`src/rtl/bb3_pkg.sv`:
```
// ----------------------------------------------------------------------------
// bb3_pkg
// Types, register codes and reciprocal table shared by the box blur modules.
// ----------------------------------------------------------------------------
package bb3_pkg;

  typedef struct packed {
    logic [7:0] red;
    logic [7:0] green;
    logic [7:0] blue;
  } pix_t;

  // one window column, index 0 is the upper row
  typedef pix_t [2:0] pcol_t;

  // one step of the window, handed from the front end to the averaging pipe
  typedef struct packed {
    logic          load;
    logic          last;
    logic [2:0]    col_ok;
    logic [2:0]    row_ok;
    pcol_t [2:0]   win;
  } adv_t;

  typedef enum logic {
    REG_IMG_WIDTH  = 1'b0,
    REG_IMG_HEIGHT = 1'b1
  } reg_idx_t;

  localparam int         WIDTH_BITS  = 11;
  localparam int         HEIGHT_BITS = 13;
  localparam logic [10:0] WIDTH_RST  = 11'd1024;
  localparam logic [12:0] HEIGHT_RST = 13'd768;

  localparam int SUM_BITS    = 12;
  localparam int RECIP_BITS  = 17;
  localparam int RECIP_SHIFT = 16;

  // ceil(2^16 / n); exact for every rounded sum a 3x3 window can reach
  function automatic logic [16:0] recip(input logic [3:0] cnt);
    logic [16:0] k;
    case (cnt)
      4'd2:    k = 17'd32768;
      4'd3:    k = 17'd21846;
      4'd4:    k = 17'd16384;
      4'd6:    k = 17'd10923;
      4'd9:    k = 17'd7282;
      default: k = 17'd65536;
    endcase
    return k;
  endfunction

endpackage

```
`src/rtl/bb3_avg.sv`:
```
// ----------------------------------------------------------------------------
// bb3_avg
// Masked window sums, then rounded division by the neighbour count.
// ----------------------------------------------------------------------------
module bb3_avg (
  input  logic          clk,
  input  logic          rst_n,
  input  bb3_pkg::adv_t adv,
  output logic          s1_free,
  output logic          out_valid,
  input  logic          out_stall,
  output logic [7:0]    out_red,
  output logic [7:0]    out_green,
  output logic [7:0]    out_blue,
  output logic          out_frame_end
);

  localparam int SB = bb3_pkg::SUM_BITS;
  localparam int PB = SB + bb3_pkg::RECIP_BITS;

  logic [2:0][SB-1:0] sum_r, sum_nxt;
  logic [3:0]         cnt_r, cnt_nxt;
  logic               last_r;
  logic               s1_valid_r, s1_valid_nxt;

  logic               out_valid_r;
  logic [2:0][7:0]    out_px_r, quot;
  logic               out_last_r;
  logic               out_free;

  logic [1:0]         ncol, nrow;

  // stage 1: sums over the in-frame neighbours
  always_comb begin
    logic [23:0] v;
    v       = '0;
    sum_nxt = '0;
    for (int c = 0; c < 3; c++) begin
      for (int r = 0; r < 3; r++) begin
        v = adv.win[c][r];
        if (adv.col_ok[c] && adv.row_ok[r]) begin
          for (int ch = 0; ch < 3; ch++) begin
            sum_nxt[ch] = sum_nxt[ch] + SB'(v[8*ch +: 8]);
          end
        end
      end
    end
    ncol    = {1'b0, adv.col_ok[0]} + {1'b0, adv.col_ok[1]} + {1'b0, adv.col_ok[2]};
    nrow    = {1'b0, adv.row_ok[0]} + {1'b0, adv.row_ok[1]} + {1'b0, adv.row_ok[2]};
    cnt_nxt = 4'(ncol) * 4'(nrow);
  end

  // stage 2: (sum + cnt/2) / cnt by reciprocal multiply
  always_comb begin
    logic [SB-1:0] rnd;
    logic [PB-1:0] prod;
    rnd  = '0;
    prod = '0;
    for (int ch = 0; ch < 3; ch++) begin
      rnd      = sum_r[ch] + SB'(cnt_r >> 1);
      prod     = PB'(rnd) * PB'(bb3_pkg::recip(cnt_r));
      quot[ch] = prod[bb3_pkg::RECIP_SHIFT +: 8];
    end
  end

  always_comb begin
    out_free = !out_valid_r || !out_stall;
    s1_free  = !s1_valid_r || out_free;
    if (adv.load) begin
      s1_valid_nxt = 1'b1;
    end else if (out_free) begin
      s1_valid_nxt = 1'b0;
    end else begin
      s1_valid_nxt = s1_valid_r;
    end
  end

  always_ff @(posedge clk) begin
    if (!rst_n) begin
      s1_valid_r  <= 1'b0;
      out_valid_r <= 1'b0;
    end else begin
      s1_valid_r <= s1_valid_nxt;
      if (out_free) begin
        out_valid_r <= s1_valid_r;
      end
    end
  end

  always_ff @(posedge clk) begin
    if (adv.load) begin
      sum_r  <= sum_nxt;
      cnt_r  <= cnt_nxt;
      last_r <= adv.last;
    end
    if (out_free && s1_valid_r) begin
      out_px_r   <= quot;
      out_last_r <= last_r;
    end
  end

  assign out_valid     = out_valid_r;
  assign out_red       = out_px_r[2];
  assign out_green     = out_px_r[1];
  assign out_blue      = out_px_r[0];
  assign out_frame_end = out_last_r;

endmodule

```
`config.mk`:
```
export PLATFORM = sky130hd
export DESIGN_NAME = bb3_avg
export DESIGN_NICKNAME = d
export VERILOG_FILES = /design/src/rtl/bb3_pkg.sv /design/src/rtl/bb3_avg.sv
export SDC_FILE = /design/constraint.sdc
export NUM_CORES = 1
export LEC_CHECK = 0
export BUFFER_PORTS_ARGS = -buffer_cell sky130_fd_sc_hd__buf_2
export CAP_MARGIN = 5
export CORE_MARGIN = 1.5
export CORE_UTILIZATION = 60
export DETAILED_ROUTE_END_ITERATION = 12
export PLACE_DENSITY = 0.8
export SLEW_MARGIN = 25
export SYNTH_ARGS = -nofsm -noshare
export SYNTH_HDL_FRONTEND = slang
export SYNTH_SLANG_ARGS = --single-unit
```
`constraint.sdc`:
```
create_clock -name clk -period 15.5 [get_ports clk]
set_input_delay 3.1 -clock clk [delete_from_list [all_inputs] [get_ports clk]]
set_output_delay 3.1 -clock clk [all_outputs]
set_load 0.02 [all_outputs]
```
==> flow_metrics.py <==
metrics = {
    "status": {
        "outcome": "completed",
    },
    "yosys": {
        "synth_edf_count": 66,
        "syn_area_per_cell_sq_um": 8.539,
        "syn-num-nets": 4158,
        "ys.flop_type": "edfxtp_1",
        "synthesis.area_sq_um": 27280,
        "synth-seq-cells": 68,
        "yosys.cell_types.count": 97,
        "synth_cells": 3195,
        "ys_seq_area_share_pct": 7.411,
        "synth-warning-count": 0,
        "synthArstFlopShare_pct": 0,
    },
    "worst_setup_path": {
        "ff2ff_path_depth": 25,
        "critPathCaptureType": "flip-flop",
        "cpPeakStageDelay_ns": 0.45,
        "start_kind": "input port",
        "crit_path_frequent_cell": "a21oi_1",
        "crit_slowest_cell": "buf_2",
        "crit_fanout": 34,
        "critical_path_arrival_ns": 12.86,
        "path_buf_inv": 6,
        "reg2reg_slack_ns": 7.01,
        "worstSetupPathType": "input port to flip-flop",
        "cp.required_ns": 15.61,
        "critPathTopFamily": "compound AO/OA/AOI/OAI gates",
        "r2r-start": "cnt_r[2]",
        "regToRegEndpoint": "out_green[7]",
    },
    "layout": {
        "nets": 4366,
        "multi_input_area_sq_um": 22840,
        "layout_common_cells": "inv_1, fa_1, ha_1",
        "drive_gt1_share_pct": 11.50,
        "area_delta_synth_final_pct": 8.259,
        "ff_latch_area_sq_um": 2022,
        "fillers": 3774,
        "final_common_cell": "inv_1",
    },
    "timing": {
        "maxSlewHeadroom_pct": 31.09,
        "min_period_over_period_pct": 82.24,
        "post-route-min-period_ns": 12.75,
        "final_hold_viol_count": 0,
        "tightest_slew_ns": 1.031,
        "slew_violations": 0,
        "finalSetupTns_ns": 0,
        "setup_viol": 0,
        "fmax_ghz": 0.07845,
        "rsz0062_at_grt": "false",
        "fin_skew_ns": 0.01776,
    },
    "clocking": {
        "holdBufCountCts": 0,
        "insertion_delay_ns": 0.38,
        "cts_setup_buffers": 0,
        "cts.repair.resized": 0,
        "root_buffer": "clkbuf_16",
        "numCtsBuffers": 9,
        "cts_tree": "built",
        "cts_max_path_buffers": 2,
        "h-tree-depth": 3,
        "cts.sinks": 68,
        "clkTransAtPathRegs_ns": 0.07,
    },
    "routing": {
        "first_pass_iters": 8,
        "route.detailed.drc": 0,
        "wl_per_cell_microns": 19.35,
        "viasPerCell": 5.770,
        "wl_microns": 77600,
        "antenna_left": 0,
        "initialDrtViolationCount": 1469,
        "vias": 23142,
    },
    "placed_design": {
        "port_buffers": 253,
        "place_congestion": 0.9536,
        "dp_hpwl_microns": 67030,
    },
    "die": {
        "core_sq_um": 44510,
        "io_pins": 254,
        "start_util_pct": 61.29,
        "die_w_microns": 216.2,
        "row_count": 77,
        "die_h_microns": 216.2,
        "die_area_sq_um": 46760,
    },
    "grt": {
        "antenna_found_initial": 19,
        "grt_max_degree": 43,
        "overflow": 0,
        "grt_usage_pct": 33.89,
        "grt_pass1_wl_microns": 124500,
        "grt_pass1_vias": 24465,
    },
    "hold_path": {
        "hold_end": "out_frame_end",
        "min_from": "last_r",
        "whs_path_depth": 0,
        "min_path_type": "flip-flop to flip-flop",
    },
    "power_and_ir_drop": {
        "irDropWorstVdd_mv": 0.1009,
        "p_per_area_nw_per_um2": 112.0,
        "p_leak_nw": 14.67,
        "design_power_total_w": 0.003307,
    },
    "run": {
        "drv_cap": 0,
    },
}
metal layers:
layer	vias to the layer above	global-route usage, %	part of all wire, %
li1	10861	-	-
met1	11280	40.99	40
met2	802	60.26	50
met3	175	4.856	6.1
met4	24	14.28	4.2
met5	-	0	0.18
worst max-delay path by stage:
stage,start,depth (start not counted),slack [ns],end
finish,adv[216],56,2.75,sum_r[11]
CTS,adv[216],56,2.94,sum_r[11]
detailed placement,adv[216],56,2.57,sum_r[11]
global route,adv[216],56,1.87,sum_r[11]
floorplan,adv[216],49,3.60,sum_r[34]
global placement,adv[216],49,3.03,sum_r[11]
kinds of logic after synthesis:
kind of cell | after synthesis | synth area share, %
buffers and inverters | 655 | 9.076
adders and majority gates | 738 | 44.95
and+or+nand+nor | 819 | 13.63
xor gates and xnor gates | 233 | 7.934
DFF | 68 | 7.411
AOI/OAI and AO/OA | 623 | 14.62
muxes | 59 | 2.380
Yosys cell counts (20+ instances only):
master / n / area [sq um]
nand2b_1: 41 / 256.5
a21o_1: 53 / 397.9
nor2b_1: 57 / 356.6
ha_1: 332 / 4154
clkbuf_1: 60 / 225.2
mux2_2: 47 / 529.3
nor3_1: 33 / 165.2
inv_1: 581 / 2181
o21bai_1: 24 / 180.2
o21a_1: 45 / 337.8
a211oi_1: 20 / 150.1
and3_1: 35 / 219.0
xor2_1: 76 / 665.6
edfxtp_1: 66 / 1982
a21oi_1: 187 / 935.9
o21ai_0: 142 / 710.7
nand3_1: 24 / 120.1
nand2_1: 296 / 1111
xnor2_1: 143 / 1252
fa_1: 404 / 8088
nor2_1: 267 / 1002
worst reg2reg max path: stages, from the launching register on:
cell	delay, ns
edfxtp_1	0.76
ha_1	0.36
a21o_1	0.17
a21oi_1	0.49
and3b_1	0.29
xnor2_1	0.57
nor2_1	0.33
fa_1	0.52
fa_1	0.50
fa_1	0.55
inv_1	0.06
fa_1	0.47
inv_1	0.05
fa_1	0.44
ha_1	0.29
o21a_1	0.17
o211ai_1	0.19
o21ai_0	0.14
a221oi_2	0.43
o21ai_1	0.24
and4_1	0.27
a2111oi_2	0.46
nor2b_1	0.13
o21a_1	0.20
nor2_1	0.11
xnor2_1	0.08
cell type report:
type | instances | share of cell area, %
flip-flops and latches | 68 | 6.846
multi-input cells | 2472 | 77.33
inverters | 582 | 7.396
diodes | 11 | 0.09320
clock buffers | 9 | 0.7625
repair buffers | 270 | 4.787
clock inverters | 7 | 0.2796
well taps | 592 | 2.508
per-stage QoR:
| step | utilization (%) | cell area [sq um] | setup slack (ns) | hold slack (ns) | instances |
|---|---|---|---|---|---|
| final | 66.36 | 29540 | 2.752 | 0.4265 | 4011 |
| after global routing | 66.32 | 29520 | 1.871 | 0.4289 | 4004 |
| after CTS | 66.23 | 29480 | 2.939 | 0.4262 | 3999 |
| after detailed placement | 65.54 | 29170 | 2.574 | 0.4099 | 3983 |
| after global placement | 65.53 | 29170 | 3.027 | 0.4059 | 3983 |
| after floorplan | - | 27280 | 3.597 | 0.4003 | 3195 |
power by group:
part | internal (W) | total (W) | switching (W)
logic | 0.00113 | 0.00271 | 0.00158
registers | 0.000320 | 0.000364 | 0.0000444
clock network | 0.000128 | 0.000230 | 0.000103
flip-flops by register name, indices dropped and copies added (netlist names):
| signal | flops |
|---|---|
| out_green | 8 |
| last_r | 1 |
| out_valid | 1 |
| out_frame_end | 1 |
| sum_r | 36 |
| cnt_r | 4 |
| out_red | 8 |
| s1_valid_r | 1 |
| out_blue | 8 |
No activity file was read; power rests on OpenSTA's default activity.
