File: config.mk
export PLATFORM = sky130hd
export DESIGN_NAME = bb3_cfg
export DESIGN_NICKNAME = d
export VERILOG_FILES = /design/src/rtl/bb3_pkg.sv /design/src/rtl/bb3_cfg.sv
export SDC_FILE = /design/constraint.sdc
export NUM_CORES = 1
export LEC_CHECK = 0
export ABC_AREA = 1
export BUFFER_PORTS_ARGS = -buffer_cell sky130_fd_sc_hd__buf_4
export CAP_MARGIN = 20
export CELL_PAD_IN_SITES_DETAIL_PLACEMENT = 1
export CELL_PAD_IN_SITES_GLOBAL_PLACEMENT = 2
export CORE_MARGIN = 4
export CORE_UTILIZATION = 19
export CTS_CLUSTER_DIAMETER = 100
export CTS_CLUSTER_SIZE = 25
export DETAILED_ROUTE_END_ITERATION = 12
export GPL_TIMING_DRIVEN = 0
export HOLD_SLACK_MARGIN = 0.03
export PLACE_DENSITY_LB_ADDON = 0.12
export SLEW_MARGIN = 15
export SYNTH_ARGS = -nofsm -noshare
export SYNTH_HDL_FRONTEND = slang
export SYNTH_SLANG_ARGS = --single-unit
File: constraint.sdc
create_clock -name clk -period 0.95 [get_ports clk]
set_clock_uncertainty 0.05 [all_clocks]
set_input_delay 0.095 -clock clk [delete_from_list [all_inputs] [get_ports clk]]
set_output_delay 0.095 -clock clk [all_outputs]
set_load 0.05 [all_outputs]
File: src/rtl/bb3_pkg.sv
// ----------------------------------------------------------------------------
// bb3_pkg
// Types, register codes and reciprocal table shared by the box blur modules.
// ----------------------------------------------------------------------------
package bb3_pkg;

  typedef struct packed {
    logic [7:0] red;
    logic [7:0] green;
    logic [7:0] blue;
  } pix_t;

  // one window column, index 0 is the upper row
  typedef pix_t [2:0] pcol_t;

  // one step of the window, handed from the front end to the averaging pipe
  typedef struct packed {
    logic          load;
    logic          last;
    logic [2:0]    col_ok;
    logic [2:0]    row_ok;
    pcol_t [2:0]   win;
  } adv_t;

  typedef enum logic {
    REG_IMG_WIDTH  = 1'b0,
    REG_IMG_HEIGHT = 1'b1
  } reg_idx_t;

  localparam int         WIDTH_BITS  = 11;
  localparam int         HEIGHT_BITS = 13;
  localparam logic [10:0] WIDTH_RST  = 11'd1024;
  localparam logic [12:0] HEIGHT_RST = 13'd768;

  localparam int SUM_BITS    = 12;
  localparam int RECIP_BITS  = 17;
  localparam int RECIP_SHIFT = 16;

  // ceil(2^16 / n); exact for every rounded sum a 3x3 window can reach
  function automatic logic [16:0] recip(input logic [3:0] cnt);
    logic [16:0] k;
    case (cnt)
      4'd2:    k = 17'd32768;
      4'd3:    k = 17'd21846;
      4'd4:    k = 17'd16384;
      4'd6:    k = 17'd10923;
      4'd9:    k = 17'd7282;
      default: k = 17'd65536;
    endcase
    return k;
  endfunction

endpackage

File: src/rtl/bb3_cfg.sv
// ----------------------------------------------------------------------------
// bb3_cfg
// APB register file for frame size; clamps values and flags a frame restart.
// ----------------------------------------------------------------------------
module bb3_cfg #(
  parameter int MAX_WIDTH  = 1024,
  parameter int MAX_HEIGHT = 4096,
  localparam int WW = $clog2(MAX_WIDTH + 1),
  localparam int HW = $clog2(MAX_HEIGHT + 1)
) (
  input  logic          clk,
  input  logic          rst_n,
  input  logic          cfg_psel,
  input  logic          cfg_penable,
  input  logic          cfg_pwrite,
  input  logic [2:0]    cfg_paddr,
  input  logic [31:0]   cfg_pwdata,
  output logic [31:0]   cfg_prdata,
  output logic          cfg_pready,
  output logic          restart,
  output logic [WW-1:0] eff_width,
  output logic [HW-1:0] eff_height
);

  logic [bb3_pkg::WIDTH_BITS-1:0]  img_width_r;
  logic [bb3_pkg::HEIGHT_BITS-1:0] img_height_r;
  bb3_pkg::reg_idx_t               reg_sel;
  logic                            wr_en;

  assign cfg_pready = 1'b1;
  assign reg_sel    = bb3_pkg::reg_idx_t'(cfg_paddr[2]);
  assign wr_en      = cfg_psel && cfg_penable && cfg_pwrite && cfg_pready;
  assign restart    = wr_en;

  always_ff @(posedge clk) begin
    if (!rst_n) begin
      img_width_r  <= bb3_pkg::WIDTH_RST;
      img_height_r <= bb3_pkg::HEIGHT_RST;
    end else if (wr_en) begin
      unique case (reg_sel)
        bb3_pkg::REG_IMG_WIDTH:  img_width_r  <= cfg_pwdata[bb3_pkg::WIDTH_BITS-1:0];
        bb3_pkg::REG_IMG_HEIGHT: img_height_r <= cfg_pwdata[bb3_pkg::HEIGHT_BITS-1:0];
      endcase
    end
  end

  always_comb begin
    unique case (reg_sel)
      bb3_pkg::REG_IMG_WIDTH:  cfg_prdata = 32'(img_width_r);
      bb3_pkg::REG_IMG_HEIGHT: cfg_prdata = 32'(img_height_r);
    endcase
  end

  // zero counts as one, oversize saturates
  always_comb begin
    if (img_width_r == '0) begin
      eff_width = WW'(1);
    end else if (32'(img_width_r) > MAX_WIDTH) begin
      eff_width = WW'(MAX_WIDTH);
    end else begin
      eff_width = WW'(img_width_r);
    end
    if (img_height_r == '0) begin
      eff_height = HW'(1);
    end else if (32'(img_height_r) > MAX_HEIGHT) begin
      eff_height = HW'(MAX_HEIGHT);
    end else begin
      eff_height = HW'(img_height_r);
    end
  end

endmodule

==> results.py, run 1 <==
metrics = {
    "run_status": {
        "status": "complete, but fails checks",
        "violations": "setup timing",
    },
    "floorplanning": {
        "die_y_um": 98.6,
        "fp.dieW_um": 98.6,
        "io_pins": 98,
        "initial_core_util_pct": 19.9,
        "die-area_um2": 9720,
        "core_um2": 7850,
        "rows": 32,
    },
    "synth": {
        "syn-cell-area_um2": 1560,
        "ys_seq_elements": 24,
        "syn_inst": 216,
        "synth_top_family_by_area": "compound AO/OA/AOI/OAI gates",
        "synth_compound_area_share_pct": 26.0,
        "synthSimpleGateAreaFrac_pct": 20.1,
        "avgSynthCellArea_um2": 7.22,
        "ys_seq_area_share_pct": 30.8,
        "synth_top_cells_by_area": "dfxtp_1 (31%), buf_4 (10%), nor2_1 (7.9%)",
        "synth_top_area_share_pct": 30.8,
        "synth_area_leader_cell": "dfxtp_1",
        "synth-xor-area-share_pct": 0,
        "ys_warn_count": 0,
        "synthAdderAreaFrac_pct": 0,
        "synth_cell_type_count": 25,
        "synthMuxAreaShare_pct": 0,
    },
    "worst_setup_path": {
        "cp.arrival_ns": 1.44,
        "cp_slowest_stage_delay_ns": 0.37,
        "cp.required_ns": 0.81,
        "end_kind": "output port",
        "crit_top_cell": "nor2_4",
        "crit_chain": "nor2_2 > nand3_2 > nor2_4 > nor2_4 > buf_12 > nor2_4 > buf_8",
        "cp-startpoint": "img_width_r[2]",
        "critPathKind": "flop to output port",
        "crit_path_max_fanout": 7,
        "crit_slowest_cell": "dfxtp_4",
        "cp-start-kind": "flop",
        "r2r_start": "img_height_r[6]",
    },
    "route": {
        "remaining_drc_errors": 0,
        "first_pass_iters": 3,
        "dr_total_vias": 1652,
        "drtIter0Drc": 41,
        "viasPerCell": 3.87,
        "wl_per_cell_um": 12.9,
        "ant_nets": 0,
        "wirelength_mm": 5.49,
    },
    "clocking": {
        "clkSinkCount": 24,
        "cts_buffers": 3,
        "worstSkewPairLatency_ns": 0.27,
        "clkTransAtPathRegs_ns": 0.08,
        "cts-root-buf": "clkbuf_8",
        "htreeDepth": 1,
        "cts_buffer_depth": 2,
        "cts_tree": "built",
    },
    "place": {
        "dp_cells": 391,
        "place_congestion": 0.758,
        "hpwl_mm": 4.27,
        "pre_cts_ws_ns": -0.516,
        "portBuffers": 55,
    },
    "final_layout": {
        "antennaDiodeCount": 0,
        "nets": 366,
        "regArea_um2": 520,
        "final_cell_mix": "buf_4 (53), buf_6 (44), conb_1 (20)",
        "multiInputGateArea_um2": 1130,
        "nFillCells": 947,
        "layout-drive-gt1-share_pct": 69.2,
        "stdcell_count": 427,
        "area_growth_syn_to_layout_pct": 102,
        "final_common_cell": "buf_4",
    },
    "timing": {
        "rsz0062_at_grt": "true",
        "final_hold_viol_count": 0,
        "period_share_pct": 167,
        "finalMaxSlewViolations": 0,
        "finalSetupViolations": 37,
        "timing.fmax_ghz": 0.631,
        "setup_ws_ns": -0.636,
        "finalSetupTns_ns": -16.14,
        "fin_crit_ns": 1.59,
    },
    "pwr": {
        "finalPower_w": 0.00306,
        "peakVddDrop_uv": 481,
        "power_leakage_nw": 1.45,
        "power_density_nw_per_um2": 971,
    },
    "worst_hold_path": {
        "hold_class": "input port to flop",
        "hp-start": "rst_n",
    },
    "global_route": {
        "grt_pass1_wl_mm": 8.74,
        "antenna_found_initial": 0,
        "grt_pass1_vias": 1733,
        "grt_start_max_net_pins": 14,
        "grt-ovfl-total": 0,
        "grt_usage_pct": 11.1,
    },
    "flow_run": {
        "maxCapViolCount": 0,
    },
}
-- through the flow --
stage	utilization [%]	hold slack [ns]	cell area (µm²)
final	40.1	0.0352	3150
after global routing	40.1	0.0290	3150
after CTS	37.0	0.0432	2910
after detailed placement	30.1	0.277	2360
after global placement	30.1	0.271	2360
after floorplan	-	0.156	1820
-- synthesized netlist by cell type (all sizes together) --
| cell | count |
|---|---|
| nand3 | 4 |
| a21boi | 9 |
| inv | 30 |
| o21ai | 32 |
| dfxtp | 24 |
| nor2 | 37 |
| clkbuf | 3 |
| a21oi | 16 |
| conb | 2 |
| nand2 | 28 |
| buf | 29 |
| o211ai | 2 |
-- kinds of logic (layout without fill, tap and decap cells) --
group                  Yosys count  after routing
AOI/OAI and AO/OA               59             59
and+or+nand+nor                 69             69
buffers and inverters           62            153
DFF                             24             24
other                            2             20
-- report_power, final --
| group | internal (W) | switching [W] |
|---|---|---|
| clock | 0.000300 | 0.000344 |
| combinational | 0.000528 | 0.000807 |
| sequential | 0.00104 | 0.0000398 |
| total | 0.00187 | 0.00119 |
-- routing by layer --
| metal | vias up | global-route usage, % | part of all wire (%) |
|---|---|---|---|
| met2 | 41 | 19.0 | 51 |
| met5 | - | 0 | 0 |
| met1 | 748 | 14.8 | 44 |
| met4 | 0 | 2.84 | 1.1 |
| li1 | 859 | - | - |
| met3 | 4 | 1.63 | 4.1 |
-- layout make-up --
type | instances | share of cell area [%]
timing repair buffer | 88 | 29.6
multi-input combinational | 148 | 35.9
buffer | 31 | 8.31
clock buffer | 4 | 1.43
inverter | 30 | 4.21
tap | 102 | 4.06
sequential | 24 | 16.5
-- final timing paths --
check | end | slack (ns) | depth (start not counted)
min | img_width_r[4] | 0.04 | 3
max | eff_width[3] | -0.64 | 7
min reg2reg | img_height_r[9] | 0.45 | 2
max reg2reg | img_height_r[6] | 0.04 | 4
-- critical path, delay by kind of cell (launching register included) --
family	cells	cell delay [ns]
buffers and inverters	2	0.30
AND/OR/NAND/NOR	5	0.50
flip-flops	1	0.37
-- sequential cells by signal, summed over array words and instances (netlist names) --
signal,flops
img_height_r,13
img_width_r,11
-- timing repair --
| item | 4_1_cts | 5_1_grt |
|---|---|---|
| resized for setup | 98 | 44 |
| buffers inserted | 14 | 14 |
| cloned | 1 | 0 |
| hold endpoints to repair | 9 | 0 |
| hold buffers | 6 | 0 |
| pin swaps | 12 | 10 |
| endpoints found under the setup margin | 37 | 38 |
No activity file was read; power rests on OpenSTA's default activity.
==> run 2, diff against run 1 <==
- CORE_UTILIZATION: 19 -> 21
- clock period: 0.95 -> 1.8 ns (I/O delays scaled with it)
==> run 2 against run 1 <==
  * First-iteration DRC count down 22%
  * Critical path type unchanged
  * Global-route usage down 0.46 points
  * Core utilization down 9.5 points
  * Highest routed layer unchanged
  * The flow now finishes without violations
==> results.py, run 2 (synthesis gave the netlist of run 1 again) <==
metrics = {
    "timing": {
        "finalSetupTns_ns": 0,
        "finalSetupViolations": 0,
        "fin_hold_ws_ns": 0.0913,
        "fin_crit_ns": 1.68,
        "timing.fmax_ghz": 0.595,
        "finalMaxSlewViolations": 0,
        "rsz0062_at_grt": "false",
        "setup_ws_ns": 0.118,
        "period_share_pct": 93.4,
        "final_hold_viol_count": 0,
    },
    "worst_setup_path": {
        "critPathKind": "flop to output port",
        "crit_path_max_fanout": 10,
        "crit_path_end": "eff_height[1]",
        "cp-startpoint": "img_height_r[0]",
        "cp.required_ns": 1.57,
        "cp-start-kind": "flop",
        "end_kind": "output port",
        "r2r_slack_ns": 1.03,
        "cp.arrival_ns": 1.45,
        "timing.rr.end": "img_width_r[10]",
        "r2r_start": "img_width_r[10]",
        "worstRegToRegCells": 2,
    },
    "route": {
        "met3_wirelength_um": 215,
        "viasPerCell": 3.85,
        "top_layer": "met4",
        "met2_length_mm": 2.20,
        "first_pass_iters": 4,
        "ant_nets": 0,
        "remaining_drc_errors": 0,
        "wl_met1_mm": 2.35,
        "drtIter0Drc": 32,
        "dr_total_vias": 1505,
        "wirelength_mm": 4.82,
        "wl_per_cell_um": 12.3,
    },
    "global_route": {
        "grt_pass1_wl_mm": 7.42,
        "grt_pass1_vias": 1489,
        "grt-ovfl-total": 0,
        "grt_start_max_net_pins": 13,
        "antenna_found_initial": 0,
        "grt_usage_pct": 10.7,
    },
    "final_layout": {
        "top_register": "img_height_r",
        "final_common_cell": "buf_4",
        "final_cell_mix": "buf_4 (76), nor2_1 (32), inv_1 (29)",
        "reg_top3": "img_height_r (13), img_width_r (11)",
        "stdcell_count": 391,
        "design_area_um2": 2220,
        "largest_register_ff_count": 13,
        "nets": 334,
        "nFillCells": 941,
        "antennaDiodeCount": 0,
        "area_growth_syn_to_layout_pct": 42.5,
        "layout-drive-gt1-share_pct": 40.4,
    },
    "place": {
        "dp_cells": 388,
        "placed_area_um2": 2160,
        "pre_cts_ws_ns": 0.342,
        "portBuffers": 55,
        "hpwl_mm": 4.07,
        "place_congestion": 0.730,
    },
    "clocking": {
        "cts_tree": "built",
        "clkTransAtPathRegs_ns": 0.08,
        "cts-root-buf": "clkbuf_8",
        "worstSkewPairLatency_ns": 0.26,
        "cts_buffer_depth": 2,
        "cts_buffers": 3,
        "cts_hold_buf": 0,
        "cts_resized": 0,
        "cts_setup_buffers": 0,
        "clkSinkCount": 24,
        "htreeDepth": 1,
    },
    "floorplanning": {
        "core_um2": 7250,
        "die_y_um": 94.2,
        "die-area_um2": 8870,
        "fp.dieW_um": 94.2,
        "rows": 31,
        "io_pins": 98,
        "initial_core_util_pct": 21.5,
    },
    "run_status": {
        "status": "completed",
    },
    "worst_hold_path": {
        "hold_class": "input port to flop",
    },
    "pwr": {
        "power_leakage_nw": 1.12,
        "peakVddDrop_uv": 318,
        "power_density_nw_per_um2": 622,
    },
    "flow_run": {
        "maxCapViolCount": 0,
    },
}
## run 2: cell types whose count changed in the layout (fill, tap and decap cells not counted), sizes merged
cell         previous run  this run
dlygate4sd3             6         0
clkinvlp                2         0
buf                   111        84
inv                    28        30
## run 2: worst min-delay path by stage
stage	from	to	slack (ns)	cells after the start
after global routing	cfg_pwdata[9]	img_height_r[9]	0.09	3
after global placement	cfg_pwdata[12]	img_height_r[12]	0.36	3
after detailed placement	cfg_pwdata[9]	img_height_r[9]	0.36	3
after floorplan	rst_n	img_width_r[2]	0.24	2
after CTS	cfg_pwdata[9]	img_height_r[9]	0.08	3
final	cfg_pwdata[12]	img_height_r[12]	0.09	3
## run 2: layout make-up
type	count	area, µm²	share of cell area (%)
inverter	30	115	5.18
tap	99	124	5.57
clock buffer	3	41.3	1.86
buffer	32	238	10.7
multi-input combinational	148	811	36.5
sequential	24	480	21.6
timing repair buffer	55	413	18.6
## run 2: per-stage QoR
stage,util [%],total power [W]
CTS,30.4,0.00140
global route,30.6,0.00145
global placement,29.8,0.00107
detailed placement,29.8,0.00107
finish,30.6,0.00138
floorplan,-,0.000940
## run 2: per-layer routing
layer | up-vias | track usage [%]
met1 | 669 | 14.4
met2 | 46 | 17.3
met4 | 0 | 3.25
met3 | 4 | 1.84
met5 | - | 0
li1 | 786 | -
## run 2: power by group
part	total, W	internal [W]	switching (W)
combinational	0.000497	0.000151	0.000346
clock	0.000319	0.000150	0.000169
sequential	0.000567	0.000549	0.0000172
## run 2: worst max-delay path, stage by stage, from the launching register on
cell      delay (ns)
dfxtp_1         0.35
nor2_1          0.12
nand2_1         0.09
nor2_4          0.14
nand2_4         0.12
a21boi_1        0.15
buf_4           0.22
==> run 3, diff against run 2 <==
- CORE_UTILIZATION: 21 -> 19
- clock period: 1.8 -> 1.4 ns (I/O delays scaled with it)
==> run 3 against run 2 <==
  * Global-route usage is essentially flat
  * Critical path depth rose by 2
  * Flip-flop and latch count did not move
  * Wire length increased by 7.2%
  * The flow now finishes with violations (setup timing)
  * Highest routed layer unchanged
  * Clock-buffer cell count increased by 1
  * Largest cell class unchanged
  * Non-clock buffer count rose by 15
  * Critical endpoint is now eff_height[0]
  * Power grew 46%
==> results.py, run 3 (synthesis gave the netlist of run 1 again) <==
metrics = {
    "run_status": {
        "status": "complete, but fails checks",
        "violations": "setup timing",
    },
    "timing": {
        "rsz0062_at_grt": "true",
        "fin_hold_ws_ns": 0.0481,
        "finalMaxSlewViolations": 0,
        "timing.fmax_ghz": 0.609,
        "setup_ws_ns": -0.242,
        "finalSetupTns_ns": -4.27,
        "finalSetupViolations": 20,
        "fin_crit_ns": 1.64,
        "final_hold_viol_count": 0,
        "period_share_pct": 117,
    },
    "final_layout": {
        "final_common_cell": "buf_4",
        "area_growth_syn_to_layout_pct": 73.8,
        "layout-drive-gt1-share_pct": 57.3,
        "nFillCells": 1004,
        "nets": 350,
        "final_util_pct": 34.5,
        "top_register": "img_height_r",
        "design_area_um2": 2710,
        "regArea_um2": 508,
        "reg_top3": "img_height_r (13), img_width_r (11)",
        "largest_register_ff_count": 13,
        "antennaDiodeCount": 0,
        "multiInputGateArea_um2": 1010,
        "final_cell_mix": "buf_4 (65), inv_1 (27), buf_6 (25)",
    },
    "route": {
        "wl_per_cell_um": 12.6,
        "drtIter0Drc": 26,
        "wirelength_mm": 5.17,
        "dr_total_vias": 1570,
        "ant_nets": 0,
        "viasPerCell": 3.82,
        "first_pass_iters": 4,
        "remaining_drc_errors": 0,
    },
    "clocking": {
        "cts_buffer_depth": 2,
        "cts_buffers": 3,
        "cts_hold_buf": 0,
        "cts_tree": "built",
        "cts-root-buf": "clkbuf_8",
        "htreeDepth": 1,
        "clkTransAtPathRegs_ns": 0.09,
        "worstSkewPairLatency_ns": 0.26,
        "clkSinkCount": 24,
    },
    "worst_setup_path": {
        "cp-start-kind": "flop",
        "cp-startpoint": "img_height_r[7]",
        "cp.arrival_ns": 1.45,
        "end_kind": "output port",
        "critPathKind": "flop to output port",
        "crit_path_max_fanout": 5,
        "r2r_start": "img_height_r[6]",
        "cp.required_ns": 1.21,
    },
    "place": {
        "placed_area_um2": 2270,
        "portBuffers": 55,
        "hpwl_mm": 4.19,
        "place_congestion": 0.745,
        "pre_cts_ws_ns": -0.171,
    },
    "global_route": {
        "grt_usage_pct": 10.7,
        "grt_pass1_wl_mm": 8.43,
        "grt-ovfl-total": 0,
        "grt_start_max_net_pins": 14,
        "antenna_found_initial": 0,
        "grt_pass1_vias": 1655,
    },
    "floorplanning": {
        "die_y_um": 98.6,
        "initial_core_util_pct": 19.9,
        "fp.dieW_um": 98.6,
        "die-area_um2": 9720,
        "io_pins": 98,
        "core_um2": 7850,
        "rows": 32,
    },
    "pwr": {
        "power_density_nw_per_um2": 743,
        "power_leakage_nw": 1.29,
        "peakVddDrop_uv": 341,
    },
    "worst_hold_path": {
        "hp-start": "cfg_pwdata[12]",
        "hold_class": "input port to flop",
    },
    "flow_run": {
        "maxCapViolCount": 0,
    },
}
run 3: through the flow:
stage          total power (W)  instances
4_1_cts                0.00203        407
3_3_place_gp           0.00140        391
3_5_place_dp           0.00140        391
5_1_grt                0.00213        411
6_report               0.00201        411
2_1_floorplan          0.00124        234
run 3: timing repair:
item                       CTS  global route
resized for setup           60            29
gates cloned                 1             0
setup endpoints to repair   24            31
setup buffers               11             4
pin swaps                    9            10
run 3: power by group:
part	leakage [nW]	switching [W]	total (W)	internal, W
sequential	0.203	0.0000216	0.000727	0.000705
combinational	1.05	0.000514	0.000808	0.000294
clock	0.0288	0.000227	0.000478	0.000251
run 3: final timing paths:
check | to | slack [ns] | cells past startpoint
setup / recovery | eff_height[0] | -0.24 | 8
hold / removal | img_height_r[12] | 0.05 | 3
setup reg to reg | img_height_r[6] | 0.57 | 3
hold reg to reg | img_height_r[9] | 0.47 | 2
run 3: cell type report:
type / count / area share (%)
Clock buffer: 4 / 2.03
Multi-Input combinational cell: 149 / 37.2
Sequential cell: 24 / 18.8
Inverter: 30 / 4.25
Buffer: 32 / 9.33
Timing Repair Buffer: 70 / 23.7
Tap cell: 102 / 4.71
run 3: metal layers:
metal  part of all wire (%)  wire (µm)  track usage (%)
met1                     47       2430             14.8
met2                     48       2500             18.2
met3                    3.7        190            0.849
met4                   0.99         51             2.52
met5                      0          0                0
run 3: critical path: stages (launching register included):
cell	delay, ns
dfxtp_4	0.37
nor2_4	0.10
nand2_2	0.07
nor2_4	0.17
nand2_4	0.13
nand2_1	0.09
nand2_1	0.05
inv_1	0.06
buf_6	0.15
